===== config.mk =====
export PLATFORM = sky130hd
export DESIGN_NAME = qtl_div
export DESIGN_NICKNAME = d
export VERILOG_FILES = /design/src/hdl/qtl_div.sv
export SDC_FILE = /design/constraint.sdc
export NUM_CORES = 2
export LEC_CHECK = 0
export BUFFER_PORTS_ARGS = -buffer_cell sky130_fd_sc_hd__buf_2
export CORE_UTILIZATION = 53
export CTS_CLUSTER_DIAMETER = 60
export DETAILED_ROUTE_END_ITERATION = 6
export PLACE_DENSITY = 0.67
export REMOVE_ABC_BUFFERS = 1
export SYNTH_ARGS = -nofsm -noshare
export SYNTH_HDL_FRONTEND = slang
export SYNTH_SLANG_ARGS = --single-unit

===== constraint.sdc =====
create_clock -name clk -period 6.5 [get_ports clk]
set_input_delay 0.975 -clock clk [delete_from_list [all_inputs] [get_ports clk]]
set_output_delay 0.975 -clock clk [all_outputs]
set_load 0.01 [all_outputs]

===== src/hdl/qtl_div.sv =====
// Pipelined restoring divider, one quotient bit per stage, with a side tag.
// Stand-alone; used twice by the top level (projection and morph ramp).
`default_nettype none

module qtl_div #(
	parameter int NW = 40,
	parameter int DW = 24,
	parameter int TW = 8
) (
	input  wire logic          clk,
	input  wire logic          arst_n,
	input  wire logic          en,
	input  wire logic          vld_i,
	input  wire logic [NW-1:0] num_i,
	input  wire logic [DW-1:0] den_i,
	input  wire logic [TW-1:0] tag_i,
	output logic               vld_o,
	output logic [NW-1:0]      quo_o,
	output logic [TW-1:0]      tag_o
);

	logic [NW-1:0] vld_s;
	logic [DW-1:0] rem_s [NW];
	// Dividend bits still to be consumed at the top, quotient bits shifted in below.
	logic [NW-1:0] nq_s  [NW];
	logic [DW-1:0] den_s [NW];
	logic [TW-1:0] tag_s [NW];
	logic [DW-1:0] rem_nx[NW];
	logic [NW-1:0] nq_nx [NW];

	always_comb begin
		logic [DW-1:0] rin;
		logic [NW-1:0] qin;
		logic [DW-1:0] din;
		logic [DW:0]   trial;
		logic          take;
		for (int k = 0; k < NW; k++) begin
			rin   = (k == 0) ? '0 : rem_s[(k == 0) ? 0 : k - 1];
			qin   = (k == 0) ? num_i : nq_s[(k == 0) ? 0 : k - 1];
			din   = (k == 0) ? den_i : den_s[(k == 0) ? 0 : k - 1];
			trial = {rin, qin[NW-1]};
			take  = trial >= {1'b0, din};
			rem_nx[k] = take ? DW'(trial - {1'b0, din}) : trial[DW-1:0];
			nq_nx[k]  = {qin[NW-2:0], take};
		end
	end

	always_ff @(posedge clk) begin
		if (en) begin
			rem_s <= rem_nx;
			nq_s  <= nq_nx;
			den_s[0] <= den_i;
			tag_s[0] <= tag_i;
			for (int k = 1; k < NW; k++) begin
				den_s[k] <= den_s[k-1];
				tag_s[k] <= tag_s[k-1];
			end
		end
	end

	always_ff @(posedge clk or negedge arst_n) begin
		if (!arst_n) begin
			vld_s <= '0;
		end else if (en) begin
			vld_s <= {vld_s[NW-2:0], vld_i};
		end
	end

	assign vld_o = vld_s[NW-1];
	assign quo_o = nq_s[NW-1];
	assign tag_o = tag_s[NW-1];

endmodule

`default_nettype wire


# Word level (Yosys, flattened, before mapping)
# Memories as Yosys holds them, arrays and structs flattened.
# Cells that the tools add are included.
classes:
  n_addsub: 39
  magnitude_cmp: 40
  n_mux: 41
op_table:
  columns: ["operator", "n"]
  rows:
  - ["greater-or-equal comparator 25 x 24 -> 1 bit", 39]
  - ["2-to-1 mux 24 bit", 38]
  - ["subtractor 24 bit", 38]
  - ["greater-or-equal comparator 1 x 24 -> 1 bit", 1]
  - ["subtractor 1 x 24 -> 24 bit", 1]
  - ["2-to-1 mux 1 bit", 3]
word_totals:
  ff_bits: 2576
  ramBits: 1280
  output_inout_bits: 49
  word_cells: 203
  memories: 2
memory_table:
  columns: ["name", "words", "width", "rd", "rd_clocked_by_memory_dff", "wr", "line_no", "source"]
  rows:
  - ["den_s", 40, 24, 39, 0, 40, "26", "logic [DW-1:0] den_s [NW];"]
  - ["tag_s", 40, 8, 40, 0, 40, "27", "logic [TW-1:0] tag_s [NW];"]

# Depth between registers and ports, before layout
# An unclocked memory read counts as a cell.
logic_depth:
  ltp_word: 3
  ltp_mapped: 15

# Worst setup path after synthesis
# Ideal clock, no wire load.
synth_path:
  path_kind: "register -> register"
  startpoint: "reg rem_s[201] (netlist name)"
  endpoint: "reg rem_s[184] (netlist name), data pin"
  arrival_ps: 3108
  required_ps: 6240
  slack_ps: 3132
  stages_incl_launch_ff: 13
  n_path_buf: 2
  period_less_slack_ps: 3368
  path_cell_list: "edfxtp_1 ha_1 a21o_1 a21o_1 a211o_1 or3_1 o211ai_1 o31ai_1 a31oi_1 o21a_1 buf_4 buf_4 mux2_2"
synth_lines:
  columns: ["element", "line_no", "source"]
  rows:
  - ["from (decl)", "23", "logic [DW-1:0] rem_s [NW];"]
  - ["from (signal assigned)", "50", "rem_s <= rem_nx;"]

==> metrics.md <==
| Metric | Value |
|---|---|
| Status | `finished, final reports clean` |
| Worst Setup End Kind | `flop` |
| Row count | `210` |
| First-pass GRT wire length | `551000 µm` |
| Distinct cell type count after synthesis | `93` |
| Num Clock Sinks | `3832` |
| Max Transition Viols Final | `0` |
| Average size of a mapped cell | `13.8 µm²` |
| Longest Clk Path Bufs | `4` |
| Hold Crit Class | `in -> async` |
| Die Wd | `577 µm` |
| R2R depth | `10` |
| Die area | `about 330000 µm²` |
| Placed wire-length estimate | `250000 µm` |
| Tmin final | `4370 ps` |
| Setup TNS | `0 ps` |
| Largest family of logic cells by synthesized area | `compound AO/OA/AOI/OAI gates` |
| Port Buffers | `124` |
| Register share of total power | `38.7%` |
| Synthesized area | `175000 µm²` |
| Net Sw Power | `approximately 31000 µW` |
| Mux share of post-synthesis cell area | `4.06%` |
| Largest net degree at the start of global routing | `between 150 and 200` |
| Final worst path period share | `67.3%` |
| Clock power frac | `24.9%` |
| Prevailing post-synth register cell | `edfxtp_1` |
| Gpl congestion | `0.929` |
| Die Span Y | `577 µm` |
| Initial DRC count | `7694` |
| Lkg Pwr | `between 0.07 and 0.08 µW` |
| NumNets Final | `14100` |
| Fill cells | `25200` |
| Slew headroom | `16.0%` |
| Area of the core | `328000 µm²` |
| Synth Register Bits | `3832` |
| Power share of the combinational group | `a little over a third` |
| Yosys warns | `0` |
| Placed cell areas | `roughly 180000 µm²` |
| Wire per inst | `19.8 µm` |
| Xor/xnor share of the synthesized area | `3.34%` |
| Max Cap Violations | `0` |
| Clock Skews | `a little over 50 ps` |
| Postcts setup bufs | `0` |
| GRT Residual Overflow | `0` |
| R2r setup slk | `2130 ps` |
| Number of synthesized flops with an enable pin | `between 3000 and 4000` |
| Global Route Usage Sum | `a little over a fifth` |
| Peak VDD IR | `approximately 0.25 mV` |
| Critical path class | `reg -> reg` |
| Remaining DRCs | `0` |
| Routed Antenna Nets | `0` |
| Worst flop-to-flop path endpoint | `rem_s[855]$_DFFE_PP_` |
| Worst path required time | `7190 ps` |
| Clock slew at reported path FFs | `60 ps` |
| Detailed-route wire length | `352000 µm` |
| PwrDens | `485 nW/µm²` |
| Async SR Flop Fraction | `1.04%` |
| Post-Synth Adder-Cell Area | `slightly above 7%` |
| FF-to-FF Start | `rem_s[870]$_DFFE_PP_` |
| # setup viols final | `0` |
| DR pass1 iterations | `6` |
| Initial Util | `53.4%` |
| CTS tree | `yes` |
| Final hold violations | `0` |
| Routed vias/inst | `5.63` |
| Simple-gate share of the synthesized area | `6.70%` |
| Sequential fraction of the synthesis area | `between 60 and 70%` |
| Layout area overhead | `11.2%` |
| DR vias | `100000` |
| Max FO, Critical Path | `25` |
| I/O pin total | `125` |
| H-tree levels | `5` |
| Clk root buf | `clkbuf_16` |
| Worst-margin pin slew | `about 1300 ps` |
| Share of post-route cells with drive strength above 1 | `~11%` |
| Worst skew pair latency | `980 ps` |
| Crit path DAT | `5060 ps` |
| P_int | `63000 µW` |
| Gates resized, CTS repair | `0` |
| Vias in the first global route | `98900` |
| Synth Area in Compound Gates | `under 10%` |
| Sw Share | `33.3%` |
| Hold buffers post-CTS | `0` |
| Initial antenna violation count | `10` |
| CP startpoint kind | `flop` |
| RSZ-0062 raised after global routing | `false` |
| Max Freq | `between 200 and 250 MHz` |
| Final instance area | `195000 µm²` |
| TritonCTS Buffers | `409` |
| Synth Instances | `about 13000` |
## final cells by class
type                            count  area (µm²)  share of cell area (%)
Multi-Input combinational cell   7409       54600                    28.0
Sequential cell                  3832      115000                    58.9
Timing Repair Buffer              214        1620                   0.833
Antenna cell                        2        5.00                 0.00257
Inverter                         1230        4620                    2.37
Clock inverter                    286        3280                    1.68
Clock buffer                      471       10600                    5.41
Tap cell                         4346        5440                    2.79
## how the worst max path moves through the flow
stage	startpoint	to	slack, ps	cells after the start
after floorplan	rem_s[96]$_DFFE_PP_	rem_s[76]$_DFFE_PP_	1810	9
after global placement	den_i[11]	rem_s[936]$_DFFE_PP_	1730	6
after detailed placement	den_i[11]	rem_s[958]$_SDFFCE_PP0P_	1260	6
after CTS	rem_s[201]$_DFFE_PP_	rem_s[178]$_DFFE_PP_	2140	10
after global routing	den_i[11]	rem_s[936]$_DFFE_PP_	1870	6
final	rem_s[870]$_DFFE_PP_	rem_s[855]$_DFFE_PP_	2130	10
## synthesized netlist by cell type, types with 45 or more instances
| cell type | number | area [µm²] |
|---|---|---|
| a31oi_1 | 96 | 601 |
| or2_2 | 54 | 338 |
| clkbuf_1 | 162 | 608 |
| xor2_1 | 219 | 1920 |
| nand3_1 | 202 | 1010 |
| nor2b_1 | 163 | 1020 |
| a21oi_1 | 852 | 4260 |
| mux2i_1 | 63 | 631 |
| buf_4 | 58 | 435 |
| o31a_1 | 51 | 447 |
| nor2_1 | 652 | 2450 |
| o211ai_1 | 54 | 405 |
| o21ai_0 | 569 | 2850 |
| nand2b_1 | 117 | 732 |
| ha_1 | 938 | 11700 |
| edfxtp_1 | 3792 | 114000 |
| and2_1 | 45 | 282 |
| xnor2_1 | 450 | 3940 |
| a211oi_1 | 64 | 480 |
| and3_1 | 102 | 638 |
| mux2_2 | 539 | 6070 |
| inv_1 | 1227 | 4610 |
| o31ai_1 | 57 | 428 |
| nand4_1 | 130 | 813 |
| nor3_1 | 172 | 861 |
| nand2_1 | 602 | 2260 |
| o21a_1 | 146 | 1100 |
| or3_1 | 67 | 419 |
| o21bai_1 | 72 | 541 |
| a21o_1 | 362 | 2720 |
## state kept, by name (all words and copies together), names as in the netlist
register,flops
quo_o,40
vld_s,40
nq_s,39
nq_nx,1521
rem_s,936
tag_s,320
den_s,936
## critical path: stages, from the launching register on
cell      delay (ps)
edfxtp_1         420
ha_1             390
and3_1           230
and3_1           310
o21ai_0          130
o21ai_0          500
a211oi_1         250
o31ai_1          610
a31oi_1          110
o21a_1           660
mux2_2           480
## layout by cell type (no fill, tap or decap), drive strengths merged, types with 202 or more instances in the layout
cell and count:
xor2 219, edfxtp 3792, mux2 567, a21o 362, nor2 652, xnor2 450, clkbuf 471, inv 1261
a21oi 853, nand2 602, buf 214, o21ai 581, nand3 202, ha 938
## stage by stage
stage	worst slack, ps	total power (µW)	hold WS, ps	cells	utilization (%)
after floorplan	1810	61700	400	12500	-
after global placement	1730	70300	400	17000	55.2
after detailed placement	1260	70900	405	17000	55.2
after CTS	2140	95100	59.3	17800	59.4
after global routing	1870	100000	114	17800	59.4
final	2130	94500	109	17800	59.4
## power groups by stage
stage	Combinational [µW]	Sequential [µW]	Clock, µW
after floorplan	26100	35600	0
after global placement	33200	37100	0
after detailed placement	33800	37100	0
after CTS	34200	36700	24200
after global routing	38000	37000	25100
final	34400	36600	23500
## cells by family (layout without fill, tap and decap cells)
kind of cell,count (synthesis),count (layout)
AO/OA/AOI/OAI,2707,2707
adder cells (fa/ha/maj),976,976
AND/OR/NAND/NOR,2427,2427
buffers and inverters,1504,2201
flip-flops,3832,3832
other,0,2
multiplexers,630,630
XOR/XNOR,669,669
## metal layers
layer	GRT usage (%)	vias up	part of all wire, %
met4	6.98	6	3.3
met1	28.6	48800	45
li1	-	48300	-
met3	2.34	659	4.4
met5	0	-	0.012
met2	34.7	2315	48
Power figures use the tool's default switching activity.
