`src/hdl/qtl_isqrt.sv`:
```
// Pipelined integer square root, one result bit per stage, with a side tag.
// Stand-alone; used by the top level for the camera distance.
`default_nettype none

module qtl_isqrt #(
	parameter int NW = 46,
	parameter int TW = 8
) (
	input  wire logic          clk,
	input  wire logic          arst_n,
	input  wire logic          en,
	input  wire logic          vld_i,
	input  wire logic [NW-1:0] rad_i,
	input  wire logic [TW-1:0] tag_i,
	output logic               vld_o,
	output logic [(NW+1)/2-1:0] root_o,
	output logic [TW-1:0]      tag_o
);

	localparam int RW = (NW + 1) / 2;
	localparam int W  = 2 * RW + 1;

	logic [RW-1:0] vld_s;
	logic [NW-1:0] rem_s  [RW];
	logic [RW-1:0] root_s [RW];
	logic [TW-1:0] tag_s  [RW];
	logic [NW-1:0] rem_nx [RW];
	logic [RW-1:0] root_nx[RW];

	// Stage k decides root bit RW-1-k from the remainder n - root^2.
	always_comb begin
		logic [NW-1:0] rin;
		logic [RW-1:0] qin;
		logic [W-1:0]  trial;
		int            bi;
		for (int k = 0; k < RW; k++) begin
			bi  = RW - 1 - k;
			rin = (k == 0) ? rad_i : rem_s[(k == 0) ? 0 : k - 1];
			qin = (k == 0) ? '0 : root_s[(k == 0) ? 0 : k - 1];
			trial = (W'(qin) << (bi + 1)) | (W'(1) << (2 * bi));
			if (W'(rin) >= trial) begin
				rem_nx[k]  = NW'(W'(rin) - trial);
				root_nx[k] = qin | (RW'(1) << bi);
			end else begin
				rem_nx[k]  = rin;
				root_nx[k] = qin;
			end
		end
	end

	always_ff @(posedge clk) begin
		if (en) begin
			rem_s  <= rem_nx;
			root_s <= root_nx;
			tag_s[0] <= tag_i;
			for (int k = 1; k < RW; k++) begin
				tag_s[k] <= tag_s[k-1];
			end
		end
	end

	always_ff @(posedge clk or negedge arst_n) begin
		if (!arst_n) begin
			vld_s <= '0;
		end else if (en) begin
			vld_s <= {vld_s[RW-2:0], vld_i};
		end
	end

	assign vld_o  = vld_s[RW-1];
	assign root_o = root_s[RW-1];
	assign tag_o  = tag_s[RW-1];

endmodule

`default_nettype wire

```
`config.mk`:
```
export PLATFORM = sky130hd
export DESIGN_NAME = qtl_isqrt
export DESIGN_NICKNAME = d
export VERILOG_FILES = /design/src/hdl/qtl_isqrt.sv
export SDC_FILE = /design/constraint.sdc
export NUM_CORES = 2
export LEC_CHECK = 0
export ABC_AREA = 1
export CAP_MARGIN = 30
export CORE_MARGIN = 1
export CORE_UTILIZATION = 60
export CTS_BUF_LIST = sky130_fd_sc_hd__clkbuf_8
export CTS_CLUSTER_DIAMETER = 200
export DETAILED_ROUTE_END_ITERATION = 8
export DONT_BUFFER_PORTS = 1
export PLACE_DENSITY_LB_ADDON = 0.05
export SYNTH_ARGS = -nofsm -noshare
export SYNTH_HDL_FRONTEND = slang
export SYNTH_SLANG_ARGS = --single-unit
```
`constraint.sdc`:
```
create_clock -name clk -period 2.2 [get_ports clk]
set_input_delay 0.11 -clock clk [delete_from_list [all_inputs] [get_ports clk]]
set_output_delay 0.11 -clock clk [all_outputs]
set_load 0.03 [all_outputs]
```
* Yosys cells after proc, flatten, opt, wreduce, memory -nomap -nowiden
Memory sizes are Yosys's and may differ from the RTL's.
Cells that the tools add are included.
** Storage, ports and cells
- Flip-flop bits (word level) :: 1564
- Latch bits :: 0
- Memory bits (writable) :: 184
- Memory bits (read-only) :: 0
- Bits of input ports :: 58
- Output and inout bits :: 32
- Logic and storage cells :: 139
- Memories :: 1
** Memory list
- tag_s :: depth 23, bits a word 8, rd ports 23, clocked after Yosys merged registers in 0, write ports 23, RTL line 26 : logic [TW-1:0] tag_s [RW];
** Cells by class
- Add/sub/neg operators :: 22
- Multipliers :: 0
- Div/mod/pow operators :: 0
- $lt $le $gt $ge :: 23
- Equal/unequal tests :: 0
- Shift-type cells :: 0
- Mux-type cells :: 25
- Bitwise logic cells :: 0
- Reductions and logical operators :: 0
** Operators with widths (count)
- 2-to-1 mux 46 bit :: 22
- >= comparator 46 x 24 -> 1 bit :: 1
- >= comparator 46 x 25 -> 1 bit :: 1
- >= comparator 46 x 26 -> 1 bit :: 1
- >= comparator 46 x 27 -> 1 bit :: 1
- >= comparator 46 x 28 -> 1 bit :: 1
- >= comparator 46 x 29 -> 1 bit :: 1
- >= comparator 46 x 30 -> 1 bit :: 1
- >= comparator 46 x 31 -> 1 bit :: 1
- >= comparator 46 x 32 -> 1 bit :: 1
- >= comparator 46 x 33 -> 1 bit :: 1
- >= comparator 46 x 34 -> 1 bit :: 1
- >= comparator 46 x 35 -> 1 bit :: 1
- >= comparator 46 x 36 -> 1 bit :: 1
- >= comparator 46 x 37 -> 1 bit :: 1
- >= comparator 46 x 38 -> 1 bit :: 1
- >= comparator 46 x 39 -> 1 bit :: 1
- >= comparator 46 x 40 -> 1 bit :: 1
- >= comparator 46 x 41 -> 1 bit :: 1
- >= comparator 46 x 42 -> 1 bit :: 1
- >= comparator 46 x 43 -> 1 bit :: 1
- >= comparator 46 x 44 -> 1 bit :: 1
- >= comparator 46 x 45 -> 1 bit :: 1
- >= comparator 46 x 45 -> 1 bit, second input constant :: 1
- 24 further kinds :: 25

* Longest topological paths before layout
- Depth after elaboration :: 2
- Gate-level depth with buffers :: 17
- Gate-level depth less buffers :: 16

* Least setup slack after synthesis
No wires, ideal clock.
- Path kind :: register to register
- Start point :: register rem_s[817] (netlist name)
- End point :: register rem_s[773] (netlist name), data pin
- Setup time :: 0.253 ns
- Arrival :: 1.869 ns
- Data required time :: 1.947 ns
- Slack :: 0.078 ns
- Cell stages (with the launch flop) :: 11
- Path buffers :: 1
- Path through :: edfxtp_1 -> ha_1 -> nand2_1 -> inv_1 -> nor3_2 -> o21ai_1 -> a21boi_2 -> nand2_2 -> buf_6 -> nand2_1 -> nand2_1
** RTL lines
- start: declaration :: RTL line 24 : logic [NW-1:0] rem_s [RW];
- start signal: assignment :: RTL line 53 : rem_s <= rem_nx;

==> parameters.txt <==
Parameter                              Value

Finish
  Area of all sequential standard cells ... 44800 um^2
  Fill cell total of the finished layout ... 6994
  Final standard cell area without fillers ... 108000 um^2
  Number of nets at the end of the flow ... 10700
  Commonest cells after routing, fill and taps aside ... nand2_1 (1933), buf_4 (1505), edfxtp_1 (1472)
  Total area of multi-input combinational cells ... 35800 um^2
  Area growth syn-to-layout ... 37.7%
  Most common cell after layout, fill and taps aside ... nand2_1
  Share of cells above drive strength 1 ... 33.6%

Clock tree
  Source-to-sink clock delay at the later pin of the worst-skew pair ... 1.03 ns
  Number of clock sinks ... 1495
  Hold_buf cts ... 114
  Clock tree from TritonCTS ... built
  Number of buffers inserted during clock tree synthesis ... 227
  Number of levels in the clock H-tree ... 4
  Longest Clk Path Bufs ... 3
  Root cell of the clock tree ... clkbuf_8
  Clock slew at reported path FFs ... 0.06 ns

GRT
  Maximum number of pins on one net before global-route repair ... 314
  Wire length of the first global-routing pass ... 375000 um
  Total global routing track utilization ... 37.2%
  Number of antenna violations at the first check in global routing ... 4
  Total global routing overflow ... 0
  Via count of the first global-routing pass ... 67000

Route
  Wirelength per Cell ... 22.5 um
  Final routed DRC violation total ... 0
  First-pass DRT Iterations ... 8
  Average vias per placed instance ... 5.83
  First DRT Iteration DRCs ... 8763
  Total length of routed wires ... 276000 um
  Count of antenna-violating nets left after detailed routing ... 0
  Vias after detailed routing ... 71800

Place
  Standard cell area after detailed placement ... 89600 um^2
  Last weighted congestion value of the routability-driven placer ... 1.01
  Detail Placement HPWL ... 167000 um
  IO buf count ... 0

STA
  Time the worst path needs with I/O delays and setup ... 2.66 ns
  Hold violation total from the final report ... 267
  Relative max-transition margin ... 31.1%
  Worst Clk Skew ... 0.0948 ns
  Post-route clock period utilization ... 121%
  Setup repair after global routing missed its margin ... true
  Worst-case hold slack ... -0.789 ns
  Final-layout setup total negative slack ... -60.27 ns
  Worst-Margin Slew ... 1.03 ns
  Max Clk Rate ... 377 MHz
  Worst Setup Slack, final ... -0.455 ns
  Total setup violations reported at the end of the flow ... 414
  Max-slew violation count ... 0

Floorplan
  Height of the die ... 363 um
  Ports placed on the boundary ... 90
  Horizontal die dimension ... 363 um
  Starting density of the core ... 60.4%
  Num rows ... 132
  Floorplan core area ... 129000 um^2
  Total die area ... 132000 um^2

Yosys
  Number of enable flip-flop cells after synthesis ... 1472
  Syn Std Cell Area ... 78200 um^2
  Mean Syn Cell Area ... 9.32 um^2
  Number of storage elements in the synthesis netlist ... 1495
  Asr flop ratio synth ... 1.54%
  Warnings, synthesis ... 0
  Post-synthesis cell type count ... 61
  Syn Nets ... 8751
  Main synth FF type ... edfxtp_1
  Syn Inst Count ... 8398
  Sequential area share after synthesis ... 57.2%

Worst setup path
  Critical Path RT ... 2.95 ns
  Critical path launch point type ... register
  Worst setup path class ... reg -> reg
  Nature of the critical path endpoint ... register
  Largest fanout on the critical path ... 8
  Data arrival time of the critical path ... 3.40 ns

Pwr
  Max IR drop VDD ... 0.00109 V
  Leakage ... 47.0 nW
  PwrDens ... 869 nW/um^2

Run
  Max Cap Violations ... 0

Hold path
  Worst min path class ... in -> reg

Run status
  Failing checks ... hold timing, setup timing
  Status ... complete, but fails checks
==> final cells by class <==
class / count / share of cell area, %
inverter: 1253 / 4.46
multi-input combinational: 5583 / 33.3
timing repair buffer: 1801 / 14.3
sequential: 1495 / 41.6
clock buffer: 230 / 2.94
timing repair inverter: 9 / 0.123
antenna: 2 / 0.00465
clock inverter: 187 / 1.35
tap: 1742 / 2.02
==> what timing repair did <==
action                                  4_1_cts  5_1_grt
endpoints found under the hold margin       346      267
buffers inserted                            254      168
pin swaps                                   301      320
cloned                                       36        5
endpoints found under the setup margin     1136      737
gates resized for setup                    1109      954
==> layer usage <==
layer  vias up  GRT usage [%]  wire, um
li1      31900              -         -
met1     33800           48.6    102000
met2      4774           60.4    127000
met3      1389           7.11     28400
met4         6           17.0     18600
met5         -              0        38
==> stage by stage <==
step	power (mW)	utilization, %	cells	setup WS [ns]
2_1_floorplan	50.1	-	8398	0.0779
3_3_place_gp	60.7	69.2	11300	-1.96
3_5_place_dp	61.1	69.2	11300	-2.09
4_1_cts	87.8	79.3	12100	-0.235
5_1_grt	96.9	83.2	12300	-0.477
6_report	93.6	83.2	12300	-0.455
==> cell usage after synthesis (all sizes together) (3+ instances only) <==
library cell	n	share of area (%)
nor2	916	4.5
edfxtp	1472	56
o21ai	271	1.9
dfrtp	23	0.74
xnor2	126	1.4
o21a	7	0.067
and3	5	0.040
nor4	79	0.63
a21o	19	0.18
xor2	136	1.5
a21oi	354	2.6
a21boi	19	0.19
or2	19	0.16
and2	6	0.048
nand3	461	3.0
a211oi	7	0.080
nor3b	9	0.093
nand3b	41	0.39
nor2b	3	0.024
o211ai	8	0.094
nand2	2477	12
nor3	123	0.82
a31oi	3	0.024
nand4	166	1.3
clkbuf	6	0.029
o21bai	16	0.15
inv	1253	6.0
ha	295	4.7
buf	70	0.68
==> critical path, stage by stage (launching register included) <==
cell and delay [ns]:
edfxtp_1 0.57, ha_4 0.33, nand2_2 0.09, inv_2 0.10
nand2_4 0.12, nor3_2 0.06, and3_4 0.20, nor2_4 0.20
nand2_4 0.10, buf_12 0.14, buf_12 0.14, buf_12 0.16
nand2_4 0.07, nand2_4 0.08
==> registers in the layout, indices dropped and copies added, names as in the netlist <==
register and count:
rem_s 1012, root_o 23, root_s 253, tag_s 184, vld_s 23
==> report_power, final <==
| part | switching [mW] | internal, mW | leakage [nW] |
|---|---|---|---|
| logic | 17.7 | 13.3 | 30.0 |
| clock network | 12.4 | 11.7 | 2.54 |
| registers | 2.97 | 35.5 | 14.4 |
==> cell families after synthesis <==
| family | share of synthesized area (%) |
|---|---|
| simple gates | 23.1 |
| flops | 57.2 |
| buf+inv | 6.73 |
| compound gates | 5.30 |
| mux | 0.0144 |
| fa+ha+maj | 4.72 |
| xor+xnor | 2.93 |
==> final timing paths <==
kind	start	to	slack, ns	cells after the start
worst max-delay path	rem_s[248]	rem_s[197]	-0.46	13
max in group asynchronous	arst_n	vld_s[15]	1.71	3
min in group asynchronous	arst_n	vld_s[11]	0.02	2
worst max register to register	rem_s[248]	rem_s[197]	-0.46	13
worst min-delay path	en	rem_s[639]	-0.79	0
worst min register to register	tag_s[1][12]	tag_s[1][20]	0.37	0
(Power assumes the default switching activity.)
